[src/rtl/cau_pkg.sv]
// Shared types and constants of the complex arithmetic unit.
// Used by every module under rtl; depends on nothing.
package cau_pkg;

  localparam int PART_W = 16;
  localparam int FRAC_W = 8;
  localparam int MODE_W = 3;
  localparam int STAT_W = 2;
  localparam int MAG_W  = 2 * PART_W;
  localparam int SUM_W  = 2 * PART_W + 1;
  localparam int DIV_W  = MAG_W + PART_W + 1;
  localparam int NSTG   = PART_W + 2;
  localparam int FIFO_DEPTH = 4;
  localparam int FIFO_AW    = $clog2(FIFO_DEPTH);

  localparam int IN_BITS  = MODE_W + 4 * PART_W;
  localparam int IN_W     = ((IN_BITS + 7) / 8) * 8;
  localparam int OUT_BITS = 2 * PART_W + STAT_W;
  localparam int OUT_W    = ((OUT_BITS + 7) / 8) * 8;

  localparam int AR_LSB = MODE_W;
  localparam int AI_LSB = MODE_W + PART_W;
  localparam int BR_LSB = MODE_W + 2 * PART_W;
  localparam int BI_LSB = MODE_W + 3 * PART_W;

  localparam logic [MAG_W-1:0] PART_LIM = MAG_W'(1) << (PART_W - 1);

  typedef enum logic [MODE_W-1:0] {
    MODE_ADD   = 3'd0,
    MODE_SUB   = 3'd1,
    MODE_MUL   = 3'd2,
    MODE_DIV   = 3'd3,
    MODE_CONJ  = 3'd4,
    MODE_NEG   = 3'd5,
    MODE_MODSQ = 3'd6
  } mode_e;

  typedef enum logic [STAT_W-1:0] {
    ST_OK   = 2'd0,
    ST_SAT  = 2'd1,
    ST_DIVZ = 2'd2
  } status_e;

  typedef enum logic [1:0] {
    KIND_DIRECT = 2'd0,
    KIND_DIV    = 2'd1,
    KIND_DIVZ   = 2'd2
  } kind_e;

  typedef struct packed {
    kind_e            kind;
    logic             neg_r;
    logic             neg_i;
    logic [MAG_W-1:0] mag_r;
    logic [MAG_W-1:0] mag_i;
    logic [MAG_W-1:0] den;
  } entry_t;

endpackage

[src/rtl/cau_fifo.sv]
// Short queue between front and back end.
// Depends on cau_pkg for the entry type and depth.
module cau_fifo import cau_pkg::*; (
  input  logic   clk_i,
  input  logic   rst_ni,
  input  logic   push_i,
  input  entry_t wdata_i,
  output logic   full_o,
  input  logic   pop_i,
  output entry_t rdata_o,
  output logic   empty_o
);

  entry_t             mem_q [FIFO_DEPTH];
  logic [FIFO_AW-1:0] wptr_q, rptr_q;
  logic [FIFO_AW:0]   cnt_q;

  assign full_o  = (cnt_q == (FIFO_AW+1)'(FIFO_DEPTH));
  assign empty_o = (cnt_q == '0);
  assign rdata_o = mem_q[rptr_q];

  always_ff @(posedge clk_i or negedge rst_ni) begin
    if (!rst_ni) begin
      wptr_q <= '0;
      rptr_q <= '0;
      cnt_q  <= '0;
    end else begin
      if (push_i) wptr_q <= wptr_q + 1'b1;
      if (pop_i)  rptr_q <= rptr_q + 1'b1;
      if (push_i && !pop_i)      cnt_q <= cnt_q + 1'b1;
      else if (pop_i && !push_i) cnt_q <= cnt_q - 1'b1;
    end
  end

  always_ff @(posedge clk_i) begin
    if (push_i) mem_q[wptr_q] <= wdata_i;
  end

endmodule

[config.mk]
export PLATFORM = sky130hd
export DESIGN_NAME = cau_fifo
export DESIGN_NICKNAME = d
export VERILOG_FILES = /design/src/rtl/cau_pkg.sv /design/src/rtl/cau_fifo.sv
export SDC_FILE = /design/constraint.sdc
export NUM_CORES = 1
export LEC_CHECK = 0
export ABC_AREA = 1
export BUFFER_PORTS_ARGS = -buffer_cell sky130_fd_sc_hd__buf_4
export CORE_MARGIN = 1
export CORE_UTILIZATION = 30
export CTS_CLUSTER_SIZE = 14
export DETAILED_ROUTE_END_ITERATION = 10
export PLACE_DENSITY = 0.52
export SLEW_MARGIN = 20
export SYNTH_ARGS = -nofsm -noshare
export SYNTH_HDL_FRONTEND = slang
export SYNTH_SLANG_ARGS = --single-unit
[constraint.sdc]
create_clock -name clk_i -period 3.3 [get_ports clk_i]
set_clock_uncertainty 0.15 [all_clocks]
set_input_delay 0.165 -clock clk_i [delete_from_list [all_inputs] [get_ports clk_i]]
set_output_delay 0.165 -clock clk_i [all_outputs]
set_load 0.1 [all_outputs]
==> results of run 1 <==
[layer usage]
metal	vias up	share of wire	GRT usage
met3	56	0.056	0.0360
met4	4	0.019	0.0323
li1	4851	-	-
met1	4675	0.47	0.175
met5	-	0.00095	0
met2	204	0.46	0.206
[final cells by class]
class,instances,area share
clock buffers,52,0.0551
repair buffers,331,0.139
diodes,1,0.000120
well taps,696,0.0417
multi-input cells,528,0.135
inverters,212,0.0387
flip-flops and latches,407,0.583
clock inverters,27,0.00718
[Yosys cell counts, drive strengths merged]
master / instances / area, um^2
buf: 66 / 599
clkbuf: 2 / 7.51
dfrtp: 7 / 175
edfxtp: 400 / 12000
fa: 1 / 20.0
ha: 5 / 62.6
inv: 212 / 796
nand2: 313 / 1170
nand3: 1 / 5.00
nand4: 1 / 6.26
nor3: 2 / 10.0
o211ai: 200 / 1510
o21ai: 1 / 5.00
xnor2: 1 / 8.76
xor2: 3 / 26.3
[stage by stage]
step           worst slack (ns)  instance area [um^2]  hold WS, ns  instances
3_3_place_gp              0.984                 18600       -0.156       2070
5_1_grt                   0.307                 20900        0.184       2254
2_1_floorplan            0.0870                 16400       -0.281       1215
3_5_place_dp              0.986                 18600       -0.153       2070
6_report                  0.502                 20900        0.215       2254
4_1_cts                   0.391                 20900        0.161       2253
[kinds of logic (layout without fill, tap and decap cells)]
group	after synthesis	in the layout	synth area share
other cells	0	1	0
buf+inv	280	622	0.0854
fa+ha+maj	6	6	0.00503
compound gates	201	201	0.0921
xor+xnor	4	4	0.00213
simple gates	317	317	0.0729
flops	407	407	0.742
[registers in the layout, summed over array words and instances, names as in the netlist]
| signal | cells |
|---|---|
| cnt_q | 3 |
| mem_q | 400 |
| rptr_q | 2 |
| wptr_q | 2 |
[path summary, 6_finish.rpt]
kind | start | to | slack [ns]
min in group asynchronous | rst_ni | cnt_q[1]$_DFFE_PN0P_ | 0.46
worst max-delay path | rptr_q[0]$_DFFE_PN0P_ | rdata_o[17] | 0.50
max in group asynchronous | rst_ni | rptr_q[1]$_DFFE_PN0P_ | 2.23
worst min-delay path | wdata_i[6] | mem_q[1][6]$_DFFE_PP_ | 0.22
worst min register to register | cnt_q[2]$_DFFE_PN0P_ | cnt_q[2]$_DFFE_PN0P_ | 0.35
worst max register to register | wptr_q[0]$_DFFE_PN0P_ | mem_q[2][99]$_DFFE_PP_ | 1.24
==> results.json, run 1 <==
{
  "cp-end-kind": "primary output",
  "crit_chain": "buf_12, buf_12, o211ai_1, nand2_1, buf_4",
  "cts_num_sinks": 407,
  "cts_setup_buffers": 0,
  "yosys_warnings": 0,
  "rsz0062_at_grt": "no",
  "cp_max_fo": 47,
  "max_stage_delay_ns": 0.77,
  "fin_crit_sh": 0.848,
  "grt_pass1_vias": 9668,
  "rows": 85,
  "cp.arrival_ns": 2.48,
  "holdPathStages": 2,
  "mappedNetlistNets": 1325,
  "avgRoutedWirePerCell_um": 16.0,
  "max-slew-margin-rel": 0.477,
  "ant_nets": 0,
  "cts_buffer_depth": 3,
  "reg2reg_depth": 5,
  "required_ns": 2.98,
  "fp.dieArea_um2": 55700,
  "dr.pass1.iters": 5,
  "path_class": "flop to primary output",
  "final_max_slew_viol_count": 0,
  "period_needed_ns": 2.80,
  "final_common_cell": "edfxtp_1",
  "die_x_um": 236,
  "grt_overflow": 0,
  "cp-start-kind": "flop",
  "max_freq_ghz": 0.357,
  "syn_area_per_cell_um2": 13.5,
  "ctsHoldBuffers": 104,
  "seq_area_um2": 12200,
  "tightest_slew_ns": 0.784,
  "grt_max_degree": 101,
  "drtIter0Drc": 410,
  "ys_seq_area_frac": 0.742,
  "cap_viol_max_count": 0,
  "initial_core_util": 0.304,
  "syn_inst": 1215,
  "area_growth_pct": 27.3,
  "root_buffer": "clkbuf_16",
  "insertion_delay_ns": 0.54,
  "via_count": 9790,
  "synth_seq_cells": 407,
  "finalSetupViolations": 0,
  "drc": 0,
  "routed_wl_mm": 36.0,
  "multi_input_area_um2": 2830,
  "clk_transition_reported_paths_ns": 0.06,
  "crit_top_cell": "buf_12",
  "nets": 1635,
  "worst-path-stages": 5,
  "viasPerCell": 4.34,
  "numCtsBuffers": 45,
  "status": "complete, no violations",
  "hold_violations": 0,
  "grt_pass1_wl_mm": 56.0,
  "dp_hpwl_mm": 20.8,
  "htree_levels": 2,
  "gp_congestion": 0.718,
  "crit_slowest_cell": "dfrtp_4",
  "ys_types": 17,
  "coreArea_um2": 53900,
  "cts-resized-gates": 0,
  "grt_antenna_before_repair": 3,
  "cts_tree": "done",
  "crit_buf_inv": 3,
  "hold_class": "input port to flop",
  "path_delay_family": "buffers and inverters",
  "die_h_um": 236,
  "mostFrequentLayoutCells": "edfxtp_1, nand2_1, buf_4, inv_1, o211ai_1",
  "nFillCells": 5062,
  "io_pins": 206,
  "utilization": 0.388,
  "setup-tns-final_ns": 0,
  "track_usage": 0.130,
  "io_buffers": 205,
  "drive_above_1_share": 0.188,
  "syn_area_um2": 16400
}
Power of run 1 is not shown: default switching activity piles up to over one toggle a cycle in this logic, so the estimate is an artifact.
==> run 2, diff against run 1 <==
--- a/config.mk
+++ b/config.mk
@@ -11,7 +11,7 @@
 export CORE_UTILIZATION = 30
 export CTS_CLUSTER_SIZE = 14
 export DETAILED_ROUTE_END_ITERATION = 10
-export PLACE_DENSITY = 0.52
+export PLACE_DENSITY = 0.51
 export SLEW_MARGIN = 20
 export SYNTH_ARGS = -nofsm -noshare
 export SYNTH_HDL_FRONTEND = slang
==> constraint.sdc (replaced) <==
create_clock -name clk_i -period 2.6 [get_ports clk_i]
set_clock_uncertainty 0.15 [all_clocks]
set_input_delay 0.13 -clock clk_i [delete_from_list [all_inputs] [get_ports clk_i]]
set_output_delay 0.13 -clock clk_i [all_outputs]
set_load 0.1 [all_outputs]
==> run 2 against run 1 <==
Effect of this change:
- global-route usage decreased by 0.087 points
- clock-buffer cell count up 9
- flip-flop and latch count unchanged
- critical path depth is the same
- hold slack lost 0.056 ns
- die area unchanged
- worst setup slack got worse by 0.34 ns
- largest cell class unchanged
- via count grew 0.43%
- final cell count grew 0.80%
- critical path type unchanged
- sequential share of layout area is 1.1 points lower
- register-to-register slack got worse by 0.76 ns
==> results.json, run 2 (synthesis gave the netlist of run 1 again) <==
{
  "reg.largest.list": "mem_q x400, cnt_q x3",
  "grt_overflow": 0,
  "drc": 0,
  "grt_pass1_vias": 9766,
  "die_h_um": 236,
  "required_ns": 2.32,
  "dr.max_layer_used": "met4",
  "drtIter0Drc": 431,
  "cts_buffer_depth": 3,
  "status": "complete, no violations",
  "coreArea_um2": 53900,
  "via_count": 9832,
  "io_pins": 206,
  "area_growth_pct": 29.8,
  "tightest_slew_ns": 0.726,
  "grt_max_degree": 89,
  "mostFrequentLayoutCells": "edfxtp_1, nand2_1, buf_4, inv_1, o211ai_1",
  "htree_levels": 2,
  "dr.pass1.iters": 7,
  "cp-end-kind": "primary output",
  "routed_wl_mm": 35.9,
  "hold_class": "input port to flop",
  "cts_num_sinks": 407,
  "insertion_delay_ns": 0.55,
  "die_x_um": 236,
  "dp_hpwl_mm": 21.1,
  "nFillCells": 5032,
  "final_max_slew_viol_count": 0,
  "path_class": "flop to primary output",
  "cp_max_fo": 50,
  "cts_tree": "done",
  "grt_antenna_before_repair": 0,
  "gp_congestion": 0.730,
  "rows": 85,
  "cap_viol_max_count": 0,
  "drive_above_1_share": 0.201,
  "max_freq_ghz": 0.410,
  "dr_wl_met3_mm": 2.15,
  "initial_core_util": 0.304,
  "finalSetupViolations": 0,
  "fin_crit_sh": 0.938,
  "registers.top_by_ff_count": "mem_q",
  "setup-tns-final_ns": 0,
  "hold_violations": 0,
  "period_needed_ns": 2.44,
  "io_buffers": 205,
  "met1Wirelength_mm": 16.2,
  "viasPerCell": 4.33,
  "max-slew-margin-rel": 0.515,
  "clk_transition_reported_paths_ns": 0.06,
  "cp-start-kind": "flop",
  "antenna_cells": 0,
  "root_buffer": "clkbuf_16",
  "cp.arrival_ns": 2.16,
  "grt_pass1_wl_mm": 55.6,
  "track_usage": 0.129,
  "largest_register_ffs": 400,
  "ant_nets": 0,
  "numCtsBuffers": 45,
  "nets": 1651,
  "avgRoutedWirePerCell_um": 15.8,
  "fp.dieArea_um2": 55700,
  "routed-wl-met2_mm": 16.8,
  "rsz0062_at_grt": "no",
  "final_common_cell": "edfxtp_1"
}
## run 2: cell types whose count changed in the layout (fill, tap and decap cells not counted), moves of 3 or more
cell / before / now
buf_12: 12 / 21
ha_1: 5 / 1
ha_2: 0 / 3
buf_4: 215 / 210
nand2_1: 313 / 309
inv_4: 5 / 1
clkbuf_1: 7 / 15
nand2_2: 0 / 4
clkinv_1: 15 / 11
buf_6: 0 / 9
## run 2: final timing paths
kind | slack [ns] | endpoint | from | depth (start not counted)
max | 0.16 | rdata_o[34] | rptr_q[1]$_DFFE_PN0P_ | 5
min | 0.16 | mem_q[1][75]$_DFFE_PP_ | wdata_i[75] | 2
max reg2reg | 0.48 | mem_q[0][20]$_DFFE_PP_ | wptr_q[0]$_DFFE_PN0P_ | 5
min reg2reg | 0.36 | cnt_q[2]$_DFFE_PN0P_ | cnt_q[2]$_DFFE_PN0P_ | 2
max in group asynchronous | 1.59 | rptr_q[0]$_DFFE_PN0P_ | rst_ni | 3
min in group asynchronous | 0.41 | cnt_q[2]$_DFFE_PN0P_ | rst_ni | 3
## run 2: layout make-up
| class | count | area (um^2) | share of cell area |
|---|---|---|---|
| Inverter | 212 | 813 | 0.0382 |
| Clock buffer | 61 | 1210 | 0.0567 |
| Timing Repair Buffer | 347 | 3210 | 0.151 |
| Multi-Input combinational cell | 528 | 2860 | 0.134 |
| Clock inverter | 21 | 156 | 0.00734 |
| Tap cell | 696 | 871 | 0.0409 |
| Sequential cell | 407 | 12200 | 0.572 |
## run 2: worst max-delay path, stage by stage, from the launching register on
cell and delay, ns:
dfrtp_4 0.59, inv_4 0.14, buf_16 0.27, o211ai_1 0.13, nand2_1 0.14, buf_4 0.31
## run 2: per-stage QoR
stage | cell area (um^2) | hold WS, ns | setup slack [ns] | instances | util
after CTS | 21300 | 0.119 | -0.00315 | 2268 | 0.394
after global routing | 21300 | 0.142 | 0.0392 | 2272 | 0.395
final | 21300 | 0.159 | 0.161 | 2272 | 0.395
after floorplan | 16500 | -0.316 | -0.184 | 1215 | -
after global placement | 18800 | -0.195 | 0.413 | 2081 | 0.349
after detailed placement | 18800 | -0.193 | 0.421 | 2081 | 0.349
## run 2: what timing repair did
action	in CTS	in global routing
pin swaps	0	0
setup endpoints to repair	44	35
hold endpoints to repair	419	0
buffers inserted	1	4
hold buffers	104	0
resized for setup	5	5
## run 2: layer usage
metal | vias to the layer above | global-route usage
li1 | 4898 | -
met1 | 4670 | 0.168
met2 | 205 | 0.208
met3 | 59 | 0.0339
met4 | 0 | 0.0410
met5 | - | 0
Power of run 2 is left out for the same reason.
==> run 3, diff against run 2 <==
--- a/config.mk
+++ b/config.mk
@@ -7,11 +7,13 @@
 export LEC_CHECK = 0
 export ABC_AREA = 1
 export BUFFER_PORTS_ARGS = -buffer_cell sky130_fd_sc_hd__buf_4
+export CELL_PAD_IN_SITES_DETAIL_PLACEMENT = 0
+export CELL_PAD_IN_SITES_GLOBAL_PLACEMENT = 2
 export CORE_MARGIN = 1
-export CORE_UTILIZATION = 30
+export CORE_UTILIZATION = 40
 export CTS_CLUSTER_SIZE = 14
 export DETAILED_ROUTE_END_ITERATION = 10
-export PLACE_DENSITY = 0.51
+export PLACE_DENSITY = 0.83
 export SLEW_MARGIN = 20
 export SYNTH_ARGS = -nofsm -noshare
 export SYNTH_HDL_FRONTEND = slang
==> run 3 against run 2 <==
Effect of this change:
- register-to-register slack improved by 0.09 ns
- global-route usage rose by 3.4 points
- final area decreased by 2.3%
- clock-buffer cell count decreased by 11
- core utilization up 12 points
- via count shrank 0.75%
- worst setup slack worse by 0.080 ns
- hold slack gained 0.0085 ns
- sequential share of layout area rose by 1.4 points
- first-iteration DRC count grew 14%
- non-clock buffer count decreased by 20
- critical path depth unchanged
- highest routed layer unchanged
==> results.json, run 3 (synthesis gave the netlist of run 1 again) <==
{
  "status": "complete, no violations",
  "max-slew-margin-rel": 0.600,
  "grt_pass1_vias": 9697,
  "clk_transition_reported_paths_ns": 0.06,
  "cts_buffer_depth": 3,
  "hold_ws_ns": 0.167,
  "seq_area_um2": 12200,
  "fp.dieArea_um2": 41900,
  "grt_pass1_wl_mm": 52.4,
  "required_ns": 2.32,
  "hold_violations": 0,
  "track_usage": 0.163,
  "grt_max_degree": 133,
  "area_growth_pct": 26.8,
  "tightest_slew_ns": 0.599,
  "path_delay_family": "buffers and inverters",
  "reg.largest.list": "mem_q x400, cnt_q x3",
  "cp_max_fo": 50,
  "largest_register_ffs": 400,
  "io_buffers": 205,
  "finalSetupViolations": 0,
  "avgRoutedWirePerCell_um": 16.1,
  "nets": 1630,
  "dp_slack_ns": 0.500,
  "via_count": 9758,
  "nFillCells": 3353,
  "htree_levels": 2,
  "cp-start-kind": "flop",
  "finalWorstSetupSlack_ns": 0.0811,
  "cp.arrival_ns": 2.24,
  "gp_congestion": 0.705,
  "viasPerCell": 4.71,
  "grt_overflow": 0,
  "die_x_um": 205,
  "dp_cells": 1895,
  "max_stage_delay_ns": 0.62,
  "grt_antenna_before_repair": 1,
  "hold_class": "input port to flop",
  "dp_hpwl_mm": 18.6,
  "final_max_slew_viol_count": 0,
  "cts_setup_buffers": 0,
  "registers.top_by_ff_count": "mem_q",
  "coreArea_um2": 40100,
  "die_h_um": 205,
  "path_class": "flop to primary output",
  "insertion_delay_ns": 0.55,
  "rows": 73,
  "period_needed_ns": 2.52,
  "final_area_um2": 20800,
  "instances_no_fill": 2072,
  "cts_tree": "done",
  "dr.pass1.iters": 6,
  "fin_crit_sh": 0.969,
  "ant_nets": 0,
  "multi_input_area_um2": 2860,
  "routed_wl_mm": 33.4,
  "initial_core_util": 0.409,
  "numCtsBuffers": 44,
  "drtIter0Drc": 492,
  "drc": 0,
  "rsz0062_at_grt": "yes",
  "post_dp_cell_area_um2": 18400,
  "crit_slowest_cell": "dfrtp_4",
  "cp-end-kind": "primary output",
  "mostFrequentLayoutCells": "edfxtp_1, nand2_1, inv_1, buf_4, o211ai_1",
  "max_freq_ghz": 0.397,
  "final_common_cell": "edfxtp_1",
  "crit_buf_inv": 3,
  "drive_above_1_share": 0.192,
  "io_pins": 206,
  "cap_viol_max_count": 0,
  "crit_chain": "inv_4, buf_12, o211ai_1, nand2_1, buf_4",
  "cts_num_sinks": 407,
  "root_buffer": "clkbuf_16"
}
==> run 3: worst register-to-register path, stage by stage, from the launching register on <==
cell	delay [ns]
dfrtp_1	0.44
ha_2	0.21
nand2_2	0.07
clkinvlp_4	0.49
buf_12	0.40
==> run 3: layout make-up <==
class	instances	area share
diodes	1	0.000120
repair buffers	327	0.141
inverters	212	0.0391
well taps	525	0.0316
clock inverters	22	0.00980
flip-flops and latches	407	0.586
clock buffers	50	0.0550
multi-input cells	528	0.137
==> run 3: timing repair <==
| item | in CTS | in global routing |
|---|---|---|
| hold buffers | 104 | 0 |
| resized for setup | 0 | 2 |
| endpoints found under the setup margin | 0 | 3 |
| hold endpoints to repair | 414 | 0 |
==> run 3: metal layers <==
metal,routed length [um],part of all wire,GRT usage
met1,14600,0.44,0.210
met2,16400,0.49,0.271
met3,1810,0.054,0.0374
met4,536,0.016,0.0536
met5,0,0,0
==> run 3: metrics by stage <==
step | util | setup TNS, ns
finish | 0.519 | 0
CTS | 0.519 | 0
detailed placement | 0.459 | 0
global route | 0.519 | -0.0133
global placement | 0.459 | 0
floorplan | - | -39.01
==> run 3: path summary, 6_finish.rpt <==
path / from / to / slack [ns] / depth (start not counted)
max in group asynchronous: rst_ni / rptr_q[1]$_DFFE_PN0P_ / 1.54 / 3
worst min-delay path: wdata_i[77] / mem_q[2][77]$_DFFE_PP_ / 0.17 / 2
worst min register to register: cnt_q[2]$_DFFE_PN0P_ / cnt_q[2]$_DFFE_PN0P_ / 0.35 / 2
min in group asynchronous: rst_ni / cnt_q[0]$_DFFE_PN0P_ / 0.45 / 3
worst max register to register: wptr_q[0]$_DFFE_PN0P_ / mem_q[3][49]$_DFFE_PP_ / 0.57 / 4
worst max-delay path: rptr_q[1]$_DFFE_PN0P_ / rdata_o[83] / 0.08 / 5
Power of run 3 is left out for the same reason.
